==> config.mk <==
export PLATFORM = sky130hd
export DESIGN_NAME = lphm_front
export DESIGN_NICKNAME = d
export VERILOG_FILES = /design/src/rtl/lphm_pkg.sv /design/src/rtl/lphm_front.sv
export SDC_FILE = /design/constraint.sdc
export NUM_CORES = 1
export LEC_CHECK = 0
export BUFFER_PORTS_ARGS = -buffer_cell sky130_fd_sc_hd__buf_4
export CAP_MARGIN = 20
export CORE_MARGIN = 5
export CORE_UTILIZATION = 40
export CTS_CLUSTER_DIAMETER = 80
export DETAILED_ROUTE_END_ITERATION = 8
export PLACE_DENSITY = 0.61
export SKIP_LAST_GASP = 1
export SYNTH_ARGS = -nofsm -noshare
export SYNTH_HDL_FRONTEND = slang
export SYNTH_SLANG_ARGS = --single-unit
==> constraint.sdc <==
create_clock -name clock -period 14.4 [get_ports clock]
set_clock_uncertainty 0.1 [all_clocks]
set_input_delay 1.44 -clock clock [delete_from_list [all_inputs] [get_ports clock]]
set_output_delay 1.44 -clock clock [all_outputs]
set_load 0.01 [all_outputs]
==> src/rtl/lphm_pkg.sv <==
package lphm_pkg;

   // table geometry
   localparam int CAPACITY   = 1024;
   localparam int IDX_W      = $clog2(CAPACITY);
   localparam int CNT_W      = IDX_W + 1;
   // a put is refused once the entry count reaches three quarters of the table
   localparam int LOAD_LIMIT = (CAPACITY * 3) / 4;

   // hash constants
   localparam logic [63:0] HASH_MULT  = 64'hff51_afd7_ed55_8ccd;
   localparam int          HASH_SHIFT = 33;

   typedef enum logic [1:0] {
      ST_OK     = 2'd0,
      ST_MISS   = 2'd1,
      ST_FULL   = 2'd2,
      ST_BADKEY = 2'd3
   } status_type;

   typedef enum logic [1:0] {
      FN_PUT   = 2'd0,
      FN_GET   = 2'd1,
      FN_CLEAR = 2'd2,
      FN_NOP   = 2'd3
   } func_type;

   // operation as classified by the front end
   typedef enum logic [2:0] {
      OP_PUT    = 3'd0,
      OP_GET    = 3'd1,
      OP_CLEAR  = 3'd2,
      OP_NOP    = 3'd3,
      OP_BADKEY = 3'd4,
      OP_MISS   = 3'd5
   } op_type;

   typedef struct packed {
      op_type           op;
      logic [63:0]      key;
      logic [63:0]      value;
      logic [IDX_W-1:0] home;
   } entry_type;

   typedef struct packed {
      logic empty;
      logic full;
   } q_status_type;

endpackage

==> src/rtl/lphm_front.sv <==
module lphm_front (
   input  logic                  clock,
   input  logic                  reset,
   input  logic                  push,
   output logic                  full,
   input  logic [1:0]            func,
   input  logic [63:0]           key,
   input  logic [63:0]           value,
   input  logic                  back_init,
   input  lphm_pkg::q_status_type q_status,
   output logic                  q_push,
   output lphm_pkg::entry_type   q_entry
);
   import lphm_pkg::*;

   typedef enum logic [3:0] {
      F_IDLE = 4'b0001,
      F_MUL0 = 4'b0010,
      F_MUL1 = 4'b0100,
      F_MUL2 = 4'b1000
   } fstate_type;

   fstate_type  state_ff, state_in;
   op_type      op_ff, op_in;
   logic [63:0] key_ff, value_ff;
   logic [63:0] mix_ff;     // key after the first xor-shift
   logic [63:0] acc_ff, acc_in;
   logic [31:0] mul_a, mul_b;
   logic [63:0] mul_p;
   logic [63:0] acc_sum, hash;
   logic        accept;

   assign full   = (state_ff != F_IDLE) || back_init;
   assign accept = push && !full;

   // classify at acceptance
   always_comb begin
      unique case (func_type'(func))
         FN_PUT:   op_in = (key == 64'd0) ? OP_BADKEY : OP_PUT;
         FN_GET:   op_in = (key == 64'd0) ? OP_MISS : OP_GET;
         FN_CLEAR: op_in = OP_CLEAR;
         default:  op_in = OP_NOP;
      endcase
   end

   // one shared 32x32 multiplier, three partial products for the low 64 bits
   always_comb begin
      mul_a = mix_ff[31:0];
      mul_b = HASH_MULT[31:0];
      if (state_ff == F_MUL1) begin
         mul_b = HASH_MULT[63:32];
      end else if (state_ff == F_MUL2) begin
         mul_a = mix_ff[63:32];
      end
   end

   assign mul_p   = {32'd0, mul_a} * {32'd0, mul_b};
   assign acc_sum = acc_ff + {mul_p[31:0], 32'd0};
   assign hash    = acc_sum ^ (acc_sum >> HASH_SHIFT);

   always_comb begin
      state_in = state_ff;
      acc_in   = acc_ff;
      q_push   = 1'b0;
      unique case (state_ff)
         F_IDLE: begin
            if (accept) state_in = F_MUL0;
         end
         F_MUL0: begin
            acc_in   = mul_p;
            state_in = F_MUL1;
         end
         F_MUL1: begin
            acc_in   = acc_sum;
            state_in = F_MUL2;
         end
         F_MUL2: begin
            if (!q_status.full) begin
               q_push   = 1'b1;
               state_in = F_IDLE;
            end
         end
         default: state_in = F_IDLE;
      endcase
   end

   always_ff @(posedge clock) begin
      if (reset) begin
         state_ff <= F_IDLE;
      end else begin
         state_ff <= state_in;
      end
   end

   always_ff @(posedge clock) begin
      acc_ff <= acc_in;
      if (accept) begin
         op_ff    <= op_in;
         key_ff   <= key;
         value_ff <= value;
         mix_ff   <= key ^ (key >> HASH_SHIFT);
      end
   end

   assign q_entry.op    = op_ff;
   assign q_entry.key   = key_ff;
   assign q_entry.value = value_ff;
   assign q_entry.home  = hash[IDX_W-1:0];

endmodule

==> impl_results.md <==
* CP Capture Type: flop
* Final wirelength at roughly 76,000 um
* Routability Congestion at 0.935
* GRT overflow at 0
* Die Width at 263 um
* Max Slew Vio Count at 0
* Status: completed
* First-pass GRT wire length at around 110,000 um
* Clock Path Buffers at 2
* Number of routed nets with antenna violations at 0
* Worst-Margin Slew at slightly below 1 ns
* Starting Density at between 40% and 50%
* CTS tree: yes
* Crit share post-route at approximately 67%
* Worst-path maximum fanout at 37
* Leading register cell type out of synthesis: edfxtp_1
* Mapped cell area at 0.0256 sq mm
* Clock Sinks at ~190
* Final setup vio count at 0
* Via density at between 4 and 5
* Crit path kind: flop to flop
* Number of global-route vias before repair at approximately 19,000
* YS warnings at 0
* Top-level I/O count at about 280
* Root Driver: clkbuf_16
* Cts repair resizes at 0
* Yosys reg bits at 187
* Post-CTS Setup Bufs at 0
* Pin count of the biggest net entering global routing at between 60 and 70
* Share of layout cells above drive strength 1 at between 10% and 20%
* Num rows at a little over 90
* Clk pin slew, worst setup/hold paths at around 0.09 ns
* GRT Overall Usage at between 20 and 25%
* IO buf count at between 200 and 300
* Relative slew slack at roughly a third
* Most common cell after layout, fill and taps aside: inv_1
* Crit path DAT at between 9 and 10 ns
* CTS buffer count at 17
* Max-cap violations at 0
* Die Y at between 200 and 300 um
* Drt initial violations at around 960
* Residual DRC count at 0
* Top cells by area, synth: fa_1 (38%), edfxtp_1 (21%), ha_1 (15%)
* Die ar. at approximately 0.069 sq mm
* Syn Inst Count at between 2,000 and 2,500
* Synthesized net count at between 3,000 and 4,000
* Average size of a mapped cell at ~11 sq um
* Pre-antenna DRT Iters at 5
* Layout net count at 3,484
* H-tree Lvls at 4
* Fmax at just over 100 MHz
* Post-synth top area share at 37.7%
* Cell taking the most area after synthesis: fa_1
* Commonest non-fill, non-tap cells in the layout: inv_1 (771), fa_1 (483), ha_1 (300)
* Minimum clock period at approximately 9.6 ns
* Hold-fix buffers, CTS at 0
* CORE AREA at roughly 0.063 sq mm
* Vias post-DR at about 16,000
* Synth unique cells at 60
* Hold WC Path Type: flop to flop
* Startpoint types: flop
* Worst-Skew Late Latency at 0.48 ns
* Initial antenna violation count at 1
* Average routed wire per standard cell at 22.2 um
* Area grow syn2layout at 13.5%
* Setup_tns at 0 ns
* DP HPWL at ~67,000 um
* Number of flops mapped to enable cells by yosys at 183
* Asr flop ratio synth at 0%
* Sequential area share after synthesis at around 22%
* RSZ-0062 raised after global routing: false
* CP Data Required Time at about 15 ns
* Hold Fails Final Rpt at 0
==> synthesized netlist by cell type (all sizes together) (6+ instances only) <==
library cell  count
inv             775
fa              483
ha              300
edfxtp          183
nand2            83
nor2             59
xnor2            51
a21oi            42
xor2             42
clkbuf           41
buf              38
o21ai            33
mux2             21
and2             18
mux2i            17
nor4             16
a21o             15
nand3            13
nor3             13
nand2b           10
a211oi            8
nand4             8
nor2b             6
o21a              6
or3               6
==> cells by family (layout without fill, tap and decap cells) <==
logic type      after synthesis  count (layout)  synth area share [%]
compound gates              135             135                  3.30
simple gates                246             246                  4.61
buf+inv                     854            1094                  13.0
flops                       187             187                  21.8
mux                          38              38                  1.62
fa+ha+maj                   783             783                  52.4
other cells                   1               2                0.0146
xor+xnor                     94              94                  3.30
==> worst max-delay path, stage by stage, from the launching register on <==
cell and delay (ns):
dfxtp_1 0.39, nor4b_4 0.28, buf_4 0.50, mux2_2 0.50, inv_1 0.27, fa_1 0.50, fa_1 0.56, inv_1 0.05
fa_1 0.50, inv_1 0.05, fa_1 0.54, inv_1 0.09, fa_1 0.48, fa_1 0.43, fa_1 0.51, inv_1 0.05
fa_1 0.53, inv_1 0.04, ha_1 0.33, a21oi_1 0.35, nand2_1 0.12, a2111oi_0 0.82, o211ai_1 0.19, a31oi_1 0.49
o41ai_1 0.17, xnor2_1 0.29, a21oi_1 0.11
==> worst paths after layout <==
kind                             startpoint  cells after the start     endpoint  slack, ns
worst max-delay path            state_ff[2]                     26   acc_ff[38]       4.78
worst min-delay path            state_ff[1]                      2  state_ff[1]       0.50
worst max register to register  state_ff[2]                     26   acc_ff[38]       4.78
worst min register to register  state_ff[1]                      2  state_ff[1]       0.50
==> registers in the layout (all words and copies together) (netlist names) <==
name / count
mix_ff: 31
acc_ff: 21
state_ff: 4
key_ff: 64
op_ff: 3
value_ff: 64
==> layer usage <==
| layer | GRT usage [%] | vias up | wire [um] |
|---|---|---|---|
| li1 | - | 7471 | - |
| met1 | 27.5 | 8440 | 30800 |
| met2 | 37.4 | 472 | 37500 |
| met3 | 6.27 | 103 | 5300 |
| met4 | 6.80 | 0 | 2540 |
| met5 | 0 | - | 0 |
==> area by class of cell <==
cell class | count | area, sq um
Clock inverter | 15 | 231
Inverter | 775 | 2910
Timing Repair Buffer | 287 | 2150
Sequential cell | 187 | 5580
Fill cell | 6010 | 34200
Tap cell | 846 | 1060
Multi-Input combinational cell | 1297 | 16700
Clock buffer | 17 | 425
Antenna cell | 1 | 2.50
==> metrics by stage <==
step | worst slack, ns | hold WS, ns | utilization [%] | instance area [sq um] | cells
final | 4.78 | 0.498 | 46.0 | 29100 | 3425
after global routing | 4.28 | 0.532 | 46.0 | 29100 | 3425
after CTS | 4.78 | 0.499 | 45.9 | 29100 | 3424
after detailed placement | 4.80 | 0.484 | 44.9 | 28400 | 3392
after global placement | 4.86 | 0.453 | 44.9 | 28400 | 3392
after floorplan | 5.99 | 0.395 | - | 25600 | 2338
Power is left out: the tool's default activity adds up to more than one toggle a clock period on the data nets, which glitch-free logic cannot reach.
