==> src/rtl/lphm_pkg.sv <==
package lphm_pkg;

   // table geometry
   localparam int CAPACITY   = 1024;
   localparam int IDX_W      = $clog2(CAPACITY);
   localparam int CNT_W      = IDX_W + 1;
   // a put is refused once the entry count reaches three quarters of the table
   localparam int LOAD_LIMIT = (CAPACITY * 3) / 4;

   // hash constants
   localparam logic [63:0] HASH_MULT  = 64'hff51_afd7_ed55_8ccd;
   localparam int          HASH_SHIFT = 33;

   typedef enum logic [1:0] {
      ST_OK     = 2'd0,
      ST_MISS   = 2'd1,
      ST_FULL   = 2'd2,
      ST_BADKEY = 2'd3
   } status_type;

   typedef enum logic [1:0] {
      FN_PUT   = 2'd0,
      FN_GET   = 2'd1,
      FN_CLEAR = 2'd2,
      FN_NOP   = 2'd3
   } func_type;

   // operation as classified by the front end
   typedef enum logic [2:0] {
      OP_PUT    = 3'd0,
      OP_GET    = 3'd1,
      OP_CLEAR  = 3'd2,
      OP_NOP    = 3'd3,
      OP_BADKEY = 3'd4,
      OP_MISS   = 3'd5
   } op_type;

   typedef struct packed {
      op_type           op;
      logic [63:0]      key;
      logic [63:0]      value;
      logic [IDX_W-1:0] home;
   } entry_type;

   typedef struct packed {
      logic empty;
      logic full;
   } q_status_type;

endpackage

==> src/rtl/lphm_queue.sv <==
module lphm_queue (
   input  logic                clock,
   input  logic                reset,
   input  logic                push,
   input  lphm_pkg::entry_type push_entry,
   input  logic                pop,
   output lphm_pkg::entry_type head,
   output lphm_pkg::q_status_type status
);
   import lphm_pkg::*;

   entry_type  slots_ff [2];
   logic       wr_ptr_ff, wr_ptr_in;
   logic       rd_ptr_ff, rd_ptr_in;
   logic [1:0] fill_ff, fill_in;
   logic       do_push, do_pop;

   assign do_push = push && (fill_ff != 2'd2);
   assign do_pop  = pop && (fill_ff != 2'd0);

   always_comb begin
      wr_ptr_in = do_push ? ~wr_ptr_ff : wr_ptr_ff;
      rd_ptr_in = do_pop ? ~rd_ptr_ff : rd_ptr_ff;
      fill_in   = fill_ff;
      if (do_push && !do_pop) begin
         fill_in = fill_ff + 2'd1;
      end else if (do_pop && !do_push) begin
         fill_in = fill_ff - 2'd1;
      end
   end

   always_ff @(posedge clock) begin
      if (reset) begin
         wr_ptr_ff <= 1'b0;
         rd_ptr_ff <= 1'b0;
         fill_ff   <= 2'd0;
      end else begin
         wr_ptr_ff <= wr_ptr_in;
         rd_ptr_ff <= rd_ptr_in;
         fill_ff   <= fill_in;
      end
   end

   always_ff @(posedge clock) begin
      if (do_push) begin
         slots_ff[wr_ptr_ff] <= push_entry;
      end
   end

   assign head         = slots_ff[rd_ptr_ff];
   assign status.empty = (fill_ff == 2'd0);
   assign status.full  = (fill_ff == 2'd2);

endmodule

==> config.mk <==
export PLATFORM = sky130hd
export DESIGN_NAME = lphm_queue
export DESIGN_NICKNAME = d
export VERILOG_FILES = /design/src/rtl/lphm_pkg.sv /design/src/rtl/lphm_queue.sv
export SDC_FILE = /design/constraint.sdc
export NUM_CORES = 1
export LEC_CHECK = 0
export ABC_AREA = 1
export BUFFER_PORTS_ARGS = -buffer_cell sky130_fd_sc_hd__buf_2
export CAP_MARGIN = 20
export CORE_UTILIZATION = 47
export DETAILED_ROUTE_END_ITERATION = 16
export PLACE_DENSITY = 0.83
export SLEW_MARGIN = 20
export SYNTH_ARGS = -nofsm -noshare
export SYNTH_HDL_FRONTEND = slang
export SYNTH_SLANG_ARGS = --single-unit
==> constraint.sdc <==
create_clock -name clock -period 7.3 [get_ports clock]
set_input_delay 0.73 -clock clock [delete_from_list [all_inputs] [get_ports clock]]
set_output_delay 0.73 -clock clock [all_outputs]
set_load 0.005 [all_outputs]
==> results.md, run 1 <==
* Leakage power total at 5.23 nW
* Post-synth top area share at 0.785
* Number of placed instances with taps included at 1038
* Post-route antenna net violation count at 0
* Minimum period implied by the final worst setup slack at 3760 ps
* Number of buffers created by CTS at 29
* Number of buffers inserted to repair setup after CTS at 0
* Clock sink count at 287
* HPWL reported at the end of detailed placement at 12600 um
* Site Rows at 55
* Total non-filler cell area in the finished layout at 13500 sq um
* Dominant cells by area after synthesis: sky130_fd_sc_hd__edfxtp_1, sky130_fd_sc_hd__mux2_4, sky130_fd_sc_hd__mux2_2
* Largest buffer count on any clock path at 3
* Cell chain of the critical path: buf_4, mux2_2, buf_2
* Path class of the lowest-slack min-delay path: in -> reg
* Depth of the most critical reg-to-reg path at 3
* Commonest cells in the synthesized netlist: sky130_fd_sc_hd__edfxtp_1, sky130_fd_sc_hd__mux2_4, sky130_fd_sc_hd__mux2_2
* Critical path's top delay family: buffers and inverters
* Per-instance average area after synthesis at 22.7 sq um
* Ratio of cells with drive above 1 in the final layout at 0.594
* WP data arrival at 3030 ps
* # setup viols final at 0
* Capture instance of the worst register-to-register path: slots_ff[0][84]
* Number of vias per cell at 4.92
* Total die area at 23600 sq um
* Total number of vias at 5373
* Sum Neg Setup Slack at 0 ps
* Post-Place Worst Slack at 4070 ps
* Critical path startpoint category: register
* Total of max-cap violations at 0
* Data required time at the worst endpoint at 6570 ps
* Clock tree root buffer cell: sky130_fd_sc_hd__clkbuf_16
* Worst Hold Path Cells at 1
* CP bufs+invs at 2
* Most frequently used flop master after synthesis: sky130_fd_sc_hd__edfxtp_1
* Number of non-filler instances in the completed layout at 1092
* Setup repair after global routing missed its margin: no
* Largest stage delay on the critical path at 950 ps
* Total power per unit cell area at 341 nW/um^2
* Worst Path Class, Setup: reg -> out
* Ports placed on the boundary at 288
* Setup slack of the critical path after layout at 3540 ps
* Number of fillers in the final layout at 1681
* Die X-Extent at 154 um
* Average routed wire per standard cell at 17.6 um
* Share of the clock period used by the worst path at 0.515
* Critical Path End: head[15]
* Chip height at 154 um
* Area grow syn2layout at 24.7%
* Initial antenna violation count at 4
* Max-slew violation count at 0
* Library cell occupying the most area in the post-synthesis netlist: sky130_fd_sc_hd__edfxtp_1
* Post-CTS Resized at 0
* Portion of the post-synthesis area used by sequential elements at 0.794
* Clock transition at the register clock pins on the worst setup and hold paths after CTS at 60 ps
* Drc violations at 0
* Wire length of the first global-routing pass at 28800 um
* Final hold viol count at 0
* CTS hold repair buffers at 0
* Cell depth of the worst setup path at 3
* Final worst clock skew at 7.61 ps
* Reg-to-Reg Start: fill_ff[0]
* Floorplan Core Area at 22600 sq um
* Yosys synthesis warning count at 0
* Worst slack on hold paths at 392 ps
* H-tree level count at 1
* Clock latency on the worst-skew pair at 520 ps
* Kind of capture point of the worst setup path: output port
* Placed cell areas at 12500 sq um
* Cells after Synth at 476
* Total power of the final layout at 4.58 mW
* GRT Total Usage at 0.158
* Core Util, Final at 0.596
* Via count of the first global-routing pass at 5469
* Remaining max-slew budget at the tightest pin at 0.334
* Routability Congestion at 0.761
* Number of flops mapped to enable cells by yosys at 282
* Most common cell in the netlist: sky130_fd_sc_hd__edfxtp_1
* Highest Clock Rate at 0.266 GHz
* Post-synth design cell area at 10800 sq um
* Total overflow reported by the global router at 0
* Max FO, Critical Path at 60
* FF-to-FF setup slack at 4820 ps
* Slew at the pin closest to its max-slew limit at 999 ps
* Status: finished clean
* Slowest cell on the critical path: sky130_fd_sc_hd__dfxtp_4
* First-pass iteration count of the detailed router at 6
* Synth async-reset ratio at 0
* Number of nets in the synthesized netlist at 622
* Count of unique library cells instantiated by Yosys at 16
* Number of DRC markers after the initial detailed-route iteration at 300
* Port bufs at 287
* Post-layout nets at 930
* Maximum vdd ir drop at 0.244 mV
* Final wirelength at 19300 um
* Initial core utilization at 0.478
* Pin count of the biggest net entering global routing at 69
* #FFs+latches synth at 287
* CTS tree: built
report_power, final:
part	internal, mW	switching (mW)	total, mW
clock network	0.899	0.567	1.47
registers	2.09	0.0985	2.19
logic	0.508	0.423	0.931
cells in the final DEF (no fill, tap or decap):
master and count:
sky130_fd_sc_hd__mux2_4 90, sky130_fd_sc_hd__nand4_1 1, sky130_fd_sc_hd__o21ai_0 5, sky130_fd_sc_hd__dfxtp_1 4, sky130_fd_sc_hd__nand2_1 4, sky130_fd_sc_hd__clkbuf_1 4, sky130_fd_sc_hd__clkbuf_16 29, sky130_fd_sc_hd__clkinv_1 7
sky130_fd_sc_hd__nor2_1 7, sky130_fd_sc_hd__clkinvlp_4 1, sky130_fd_sc_hd__edfxtp_1 282, sky130_fd_sc_hd__a21oi_1 1, sky130_fd_sc_hd__bufinv_16 5, sky130_fd_sc_hd__buf_4 6, sky130_fd_sc_hd__buf_2 287, sky130_fd_sc_hd__nand3_1 1
sky130_fd_sc_hd__nor2_4 2, sky130_fd_sc_hd__diode_2 1, sky130_fd_sc_hd__ha_1 1, sky130_fd_sc_hd__and2_1 1, sky130_fd_sc_hd__inv_1 9, sky130_fd_sc_hd__dfxtp_4 1, sky130_fd_sc_hd__clkinv_2 7, sky130_fd_sc_hd__mux2_2 51
routing by layer:
layer  GRT usage  up-vias  routed length (um)
met1       0.190     2620                7500
met2       0.274      214                9860
li1            -     2490                   -
met5           0        -                  38
met3      0.0437       43                1430
met4      0.0505        6                 427
logic make-up (layout without fill, tap and decap cells):
family / count (synthesis) / count (layout) / share of synthesized area
other: 0 / 1 / 0
DFF: 287 / 287 / 0.794
and+or+nand+nor: 16 / 16 / 0.00615
muxes: 141 / 141 / 0.178
AOI/OAI and AO/OA: 6 / 6 / 0.00278
adders and majority gates: 1 / 1 / 0.00116
buffers and inverters: 25 / 355 / 0.0173
sequential cells by signal, indices dropped and copies added, names as in the netlist, named ones only:
signal     count
wr_ptr_ff      1
fill_ff        2
rd_ptr_ff      1
slots_ff     282
area by class of cell:
cell class,instances,area [sq um],share of cell area
multi-input combinational,164,2050,0.152
clock inverter,20,219,0.0163
antenna,1,2.50,0.000186
tap,285,357,0.0265
timing repair buffer,293,1480,0.110
sequential,287,8570,0.637
inverter,9,33.8,0.00251
clock buffer,33,741,0.0550
worst min path at each step:
stage              startpoint         endpoint  slack [ps]
3_3_place_gp        wr_ptr_ff        wr_ptr_ff         520
4_1_cts        push_entry[38]  slots_ff[0][38]         370
6_report       push_entry[29]  slots_ff[0][29]         390
3_5_place_dp        wr_ptr_ff        wr_ptr_ff         540
2_1_floorplan       wr_ptr_ff        wr_ptr_ff         480
5_1_grt        push_entry[38]  slots_ff[0][38]         370
Power figures use the tool's default switching activity.
==> run 2, diff against run 1 <==
--- a/config.mk
+++ b/config.mk
@@ -5,7 +5,7 @@
 export SDC_FILE = /design/constraint.sdc
 export NUM_CORES = 1
 export LEC_CHECK = 0
-export ABC_AREA = 1
+export ABC_AREA = 0
 export BUFFER_PORTS_ARGS = -buffer_cell sky130_fd_sc_hd__buf_2
 export CAP_MARGIN = 20
 export CORE_UTILIZATION = 47
==> constraint.sdc (replaced) <==
create_clock -name clock -period 3.2 [get_ports clock]
set_input_delay 0.32 -clock clock [delete_from_list [all_inputs] [get_ports clock]]
set_output_delay 0.32 -clock clock [all_outputs]
set_load 0.005 [all_outputs]
==> results.md, run 2 <==
* Status: finished clean
* Post-layout nets at 1066 (+15%)
* Routability Congestion at 0.725 (-4.8%)
* Max FO, Critical Path at 63 (+5.0%)
* Total number of vias at 5980 (+11%)
* Kind of capture point of the worst setup path: output port
* WP data arrival at 2200 ps (-830 ps)
* Slowest cell on the critical path: sky130_fd_sc_hd__dfxtp_4
* Post-synth top area share at 0.787 (+0.00182)
* Sequential cell area in the final layout at 8570 sq um (unchanged)
* CTS tree: built
* Chip height at 153 um (-0.11%)
* Most common library cell in the layout ignoring fill and taps: sky130_fd_sc_hd__buf_2
* Total of max-cap violations at 0 (unchanged)
* CTS hold repair buffers at 142 (+142)
* Critical path startpoint category: register
* Wire length of the first global-routing pass at 34100 um (+18%)
* Maximum vdd ir drop at 0.531 mV (+120%)
* Die X-Extent at 153 um (-0.11%)
* Largest registers: slots_ff (282), fill_ff (2)
* Critical path's top delay family: flip-flops
* Data required time at the worst endpoint at 2880 ps (-3690 ps)
* Port bufs at 287 (unchanged)
* Yosys synthesis warning count at 0 (unchanged)
* Floorplan Core Area at 22600 sq um (unchanged)
* Max-slew violation count at 0 (unchanged)
* Core Util, Final at 0.666 (+0.0694)
* Leading cell types in the layout, fill and taps excluded: sky130_fd_sc_hd__buf_2, sky130_fd_sc_hd__edfxtp_1, sky130_fd_sc_hd__dlygate4sd3_1
* Remaining max-slew budget at the tightest pin at 0.554 (+0.220)
* Largest buffer count on any clock path at 3 (unchanged)
* Total die area at 23500 sq um (-0.23%)
* Flip-flop count of the largest register, all copies and words added at 282 (unchanged)
* Number of buffers created by CTS at 29 (unchanged)
* Total power per unit cell area at 745 nW/um^2 (+120%)
* Total non-filler cell area in the finished layout at 15000 sq um (+12%)
* Largest stage delay on the critical path at 660 ps (-290 ps)
* Cell chain of the critical path: buf_12, mux2_4, buf_2
* Number of vias per cell at 4.87 (-1.0%)
* Minimum period implied by the final worst setup slack at 2520 ps
* Per-instance average area after synthesis at 23.2 sq um (+2.3%)
* Site Rows at 55 (unchanged)
* Ratio of cells with drive above 1 in the final layout at 0.517 (-0.0773)
* Via count of the first global-routing pass at 6436 (+18%)
* Clock sink count at 287 (unchanged)
* Number of nets in the synthesized netlist at 610 (-1.9%)
* Initial core utilization at 0.477 (-0.00111)
* Number of flops mapped to enable cells by yosys at 282 (unchanged)
* Setup repair after global routing missed its margin: no
* Area occupied by multi-input gates at 2040 sq um (-0.55%)
* Post-synth design cell area at 10800 sq um (-0.23%)
* Most frequently used flop master after synthesis: sky130_fd_sc_hd__edfxtp_1
* Count of unique library cells instantiated by Yosys at 16 (unchanged)
* Leakage power total at 5.85 nW (+12%)
* Portion of the post-synthesis area used by sequential elements at 0.796 (+0.00185)
* Library cell occupying the most area in the post-synthesis netlist: sky130_fd_sc_hd__edfxtp_1
* Post-route antenna net violation count at 0 (unchanged)
* #FFs+latches synth at 287 (unchanged)
* # setup viols final at 0 (unchanged)
* Placed cell areas at 12600 sq um (+0.69%)
* CP bufs+invs at 2 (unchanged)
* Commonest cells in the synthesized netlist: sky130_fd_sc_hd__edfxtp_1, sky130_fd_sc_hd__mux2_4, sky130_fd_sc_hd__mux2_2
* H-tree level count at 1 (unchanged)
* Area grow syn2layout at 39.6%
* First-pass iteration count of the detailed router at 6 (unchanged)
* Average routed wire per standard cell at 18.3 um (+3.9%)
* HPWL reported at the end of detailed placement at 12900 um (+2.5%)
* GRT Total Usage at 0.187 (+0.0293)
* Post-CTS Resized at 0 (unchanged)
* Clock transition at the register clock pins on the worst setup and hold paths after CTS at 60 ps (about the same)
* Sum Neg Setup Slack at 0 ps (unchanged)
* Clock tree root buffer cell: sky130_fd_sc_hd__clkbuf_16
* Most common cell in the netlist: sky130_fd_sc_hd__edfxtp_1
* Highest Clock Rate at 0.398 GHz
* Final wirelength at 22500 um (+17%)
* Ports placed on the boundary at 288 (unchanged)
* Number of DRC markers after the initial detailed-route iteration at 302 (+0.67%)
* Worst Path Class, Setup: reg -> out
* Drc violations at 0 (unchanged)
* Cells after Synth at 464 (-2.5%)
* Initial antenna violation count at 1 (-3)
* Number of buffers inserted to repair setup after CTS at 0 (unchanged)
* Path class of the lowest-slack min-delay path: in -> reg
* Final hold viol count at 0 (unchanged)
* Final worst clock skew at 9.39 ps (+1.78 ps)
* Slew at the pin closest to its max-slew limit at 668 ps (-332 ps)
* Share of the clock period used by the worst path at 0.786
* Register bank with the most flops: slots_ff
* Synth async-reset ratio at 0 (unchanged)
* Number of fillers in the final layout at 1441 (-14%)
* Dominant cells by area after synthesis: sky130_fd_sc_hd__edfxtp_1, sky130_fd_sc_hd__mux2_4, sky130_fd_sc_hd__mux2_2
* Pin count of the biggest net entering global routing at 71 (+2.9%)
* Total overflow reported by the global router at 0 (unchanged)
* Clock latency on the worst-skew pair at 530 ps (about the same)
[run 2: cell type report]
| cell class | count | share of cell area |
|---|---|---|
| sequential | 287 | 0.571 |
| timing repair buffer | 441 | 0.201 |
| multi-input combinational | 159 | 0.136 |
| clock buffer | 39 | 0.0528 |
| tap | 285 | 0.0237 |
| clock inverter | 14 | 0.0150 |
| inverter | 2 | 0.000750 |
| antenna | 1 | 0.000167 |
[run 2: path summary, 6_finish.rpt]
kind                                         to  slack (ps)       start  cells after the start
worst max-delay path                   head[64]         680    register                      3
worst min-delay path                  wr_ptr_ff         230        push                      4
worst max register to register  slots_ff[0][23]        1070  fill_ff[1]                      4
worst min register to register         register         510   rd_ptr_ff                      2
[run 2: cells by family (layout without fill, tap and decap cells)]
kind of cell	Yosys count	after routing	share of synthesized area
flops	287	287	0.796
xor+xnor	3	3	0.00244
buf+inv	18	496	0.0149
mux	141	141	0.179
compound gates	5	5	0.00232
simple gates	9	9	0.00430
fa+ha+maj	1	1	0.00116
other cells	0	1	0
[run 2: per-stage QoR]
step / power (mW) / hold WS (ps) / setup slack (ps) / std cells
after floorplan: 6.59 / 389 / 13.1 / 464
after global placement: 7.48 / 481 / 1180 / 1032
after detailed placement: 7.55 / 501 / 1120 / 1032
after CTS: 11.2 / 168 / 659 / 1227
after global routing: 11.6 / 236 / 587 / 1228
final: 11.2 / 233 / 685 / 1228
[run 2: tightest hold or removal path: stages]
cell and delay [ps]:
sky130_fd_sc_hd__buf_2 70, sky130_fd_sc_hd__inv_1 50, sky130_fd_sc_hd__o21ai_0 180, sky130_fd_sc_hd__a21oi_1 80
[run 2: per-layer routing]
| layer | GRT usage | up-vias | wire, um | part of all wire |
|---|---|---|---|---|
| met2 | 0.343 | 250 | 11800 | 0.52 |
| li1 | - | 2758 | - | - |
| met1 | 0.215 | 2918 | 8550 | 0.38 |
| met5 | 0 | - | 0 | 0 |
| met3 | 0.0388 | 54 | 1370 | 0.061 |
| met4 | 0.0681 | 0 | 790 | 0.035 |
[run 2: where the power goes]
group	internal [mW]	leakage (nW)	switching [mW]
logic	1.51	2.69	1.20
clock network	2.22	0.489	1.36
registers	4.72	2.68	0.191
==> run 3, diff against run 2 <==
==> constraint.sdc (replaced) <==
create_clock -name clock -period 2.2 [get_ports clock]
set_input_delay 0.22 -clock clock [delete_from_list [all_inputs] [get_ports clock]]
set_output_delay 0.22 -clock clock [all_outputs]
set_load 0.005 [all_outputs]
==> results.md, run 3 (same netlist as run 2, synthesis figures left out) <==
* Setup slack of the critical path after layout at 125 ps (-560 ps)
* CTS tree: built
* Status: finished clean
* FF-to-FF setup slack at 420 ps (-650 ps)
* Most common library cell in the layout ignoring fill and taps: sky130_fd_sc_hd__buf_2
* Number of vias per cell at 4.86 (-0.23%)
* WP data arrival at 1850 ps (-350 ps)
* Kind of capture point of the worst setup path: output port
* Leakage power total at 5.84 nW (-0.19%)
* Seq pwr share at 0.452 (+0.013)
* Drc violations at 0 (unchanged)
* H-tree level count at 1 (unchanged)
* Port bufs at 287 (unchanged)
* Highest Clock Rate at 0.482 GHz
* Area grow syn2layout at 39.0%
* Slew at the pin closest to its max-slew limit at 517 ps (-151 ps)
* Data required time at the worst endpoint at 1980 ps (-900 ps)
* HPWL reported at the end of detailed placement at 13100 um (+1.9%)
* Largest buffer count on any clock path at 3 (unchanged)
* Initial antenna violation count at 3 (+2)
* Largest registers: slots_ff (282), fill_ff (2)
* Ratio of cells with drive above 1 in the final layout at 0.520 (+0.00310)
* Combinational share of power at 0.261 (+0.019)
* Worst Hold Path Cells at 4 (unchanged)
* Final hold viol count at 0 (unchanged)
* Critical path startpoint category: register
* Total number of vias at 6000 (+0.33%)
* Max FO, Critical Path at 43 (-32%)
* GRT Total Usage at 0.191 (+0.00444)
* Depth of the most critical reg-to-reg path at 4 (unchanged)
* Clock transition at the register clock pins on the worst setup and hold paths after CTS at 60 ps (about the same)
* Ports placed on the boundary at 288 (unchanged)
* Number of buffers created by CTS at 28 (-3.4%)
* Number of DRC markers after the initial detailed-route iteration at 341 (+13%)
* Site Rows at 55 (unchanged)
* Remaining max-slew budget at the tightest pin at 0.656 (+0.102)
* Final wirelength at 23000 um (+2.5%)
* Leading cell types in the layout, fill and taps excluded: sky130_fd_sc_hd__buf_2, sky130_fd_sc_hd__edfxtp_1, sky130_fd_sc_hd__dlygate4sd3_1
* End point of the most critical hold path: wr_ptr_ff
* Flip-flop count of the largest register, all copies and words added at 282 (unchanged)
* Worst Min Path Start: push
* Floorplan Core Area at 22600 sq um (unchanged)
* Worst slack on hold paths at 136 ps (-97.4 ps)
* Capture instance of the worst register-to-register path: slots_ff[0][84]
* Post-route antenna net violation count at 0 (unchanged)
* Share of the clock period used by the worst path at 0.943
* Relative contribution of the clock network to total power at 0.287 (-0.032)
* Clock tree root buffer cell: sky130_fd_sc_hd__clkbuf_16
* Clock sink count at 287 (unchanged)
* Internal power at 11.7 mW (+39%)
* Maximum vdd ir drop at 0.673 mV (+27%)
* NetSw at 3.98 mW (+45%)
* Minimum period implied by the final worst setup slack at 2070 ps
* Routability Congestion at 0.784 (+8.1%)
* Total overflow reported by the global router at 0 (unchanged)
* Initial core utilization at 0.477 (unchanged)
* Clock latency on the worst-skew pair at 530 ps (about the same)
* Post-layout nets at 1072 (+0.56%)
* Reg-to-Reg Start: fill_ff[0]
* Register bank with the most flops: slots_ff
* Total power per unit cell area at 1050 nW/um^2 (+41%)
* Pin count of the biggest net entering global routing at 82 (+15%)
* Total of max-cap violations at 0 (unchanged)
* Worst Path Class, Setup: reg -> out
* Die X-Extent at 153 um (unchanged)
* Post-Place Worst Slack at 474 ps (-646 ps)
* Via count of the first global-routing pass at 6577 (+2.2%)
* Max-slew violation count at 0 (unchanged)
* Average routed wire per standard cell at 18.7 um (+1.9%)
* Sw Share at 0.253 (+0.00786)
* Chip height at 153 um (unchanged)
* Setup repair after global routing missed its margin: no
* Total die area at 23500 sq um (unchanged)
* # setup viols final at 0 (unchanged)
* Sum Neg Setup Slack at 0 ps (unchanged)
* First-pass iteration count of the detailed router at 6 (unchanged)
* Path class of the lowest-slack min-delay path: in -> reg
* Final worst clock skew at 7.13 ps (-2.26 ps)
* Wire length of the first global-routing pass at 34800 um (+2.1%)
* Number of fillers in the final layout at 1492 (+3.5%)
==> run 3: changes by cell type in the layout (fill, tap and decap cells not counted), moves of 2 or more <==
cell and delta:
sky130_fd_sc_hd__clkbuf_1 -4, sky130_fd_sc_hd__clkinv_1 +6, sky130_fd_sc_hd__clkinv_2 +5, sky130_fd_sc_hd__diode_2 +3, sky130_fd_sc_hd__buf_4 +5, sky130_fd_sc_hd__clkbuf_8 -3, sky130_fd_sc_hd__dfxtp_1 -2, sky130_fd_sc_hd__dfxtp_2 +2
sky130_fd_sc_hd__clkinvlp_4 -2, sky130_fd_sc_hd__bufinv_16 -4
==> run 3: worst max-delay path by stage <==
stage | startpoint | endpoint | slack (ps) | depth (start not counted)
after detailed placement | fill_ff[1] | slots_ff[0][78] | 470 | 4
final | register | head[19] | 130 | 3
after global routing | register | head[19] | 70 | 3
after floorplan | fill_ff[1] | slots_ff[0][0] | -890 | 3
after global placement | fill_ff[1] | slots_ff[0][78] | 500 | 4
after CTS | register | head[17] | 120 | 3
==> run 3: layout make-up <==
cell class / instances / area, sq um / area share
Clock buffer: 32 / 737 / 0.0492
Antenna cell: 4 / 10.0 / 0.000669
Clock inverter: 18 / 129 / 0.00861
Inverter: 2 / 11.3 / 0.000752
Multi-Input combinational cell: 159 / 2050 / 0.137
Timing Repair Buffer: 448 / 3100 / 0.207
Tap cell: 285 / 357 / 0.0238
Sequential cell: 287 / 8570 / 0.573
==> run 3: critical path, cell delays in order, from the launching register on <==
cell                      delay (ps)
sky130_fd_sc_hd__dfxtp_4         460
sky130_fd_sc_hd__buf_16          280
sky130_fd_sc_hd__mux2_2          400
sky130_fd_sc_hd__buf_2           130
==> run 3: power by group through the flow <==
stage               sequential, mW  clock (mW)  combinational, mW
floorplan                     7.16           0               2.44
global placement              7.18           0               3.72
detailed placement            7.23           0               3.77
CTS                           7.09        4.59               4.08
global route                  7.16        4.78               4.38
finish                        7.10        4.51               4.10
==> run 3: through the flow <==
step / utilization / instance area [sq um] / power, mW / instances
global route: 0.663 / 15000 / 16.3 / 1234
detailed placement: 0.560 / 12600 / 11.0 / 1036
global placement: 0.560 / 12600 / 10.9 / 1036
floorplan: - / 10800 / 9.60 / 464
CTS: 0.663 / 15000 / 15.8 / 1231
finish: 0.663 / 15000 / 15.7 / 1235
==> run 3: repair_timing <==
| item | CTS | global route |
|---|---|---|
| buffers inserted | 3 | 0 |
| gates resized for setup | 2 | 0 |
| endpoints found under the setup margin | 33 | 0 |
| hold buffers | 142 | 0 |
| hold endpoints to repair | 287 | 0 |
==> run 3: metal layers <==
metal / wire, um / share of wire / GRT usage
met5: 0 / 0 / 0
met2: 12000 / 0.52 / 0.346
met3: 1430 / 0.062 / 0.0445
met1: 8770 / 0.38 / 0.215
met4: 799 / 0.035 / 0.0852
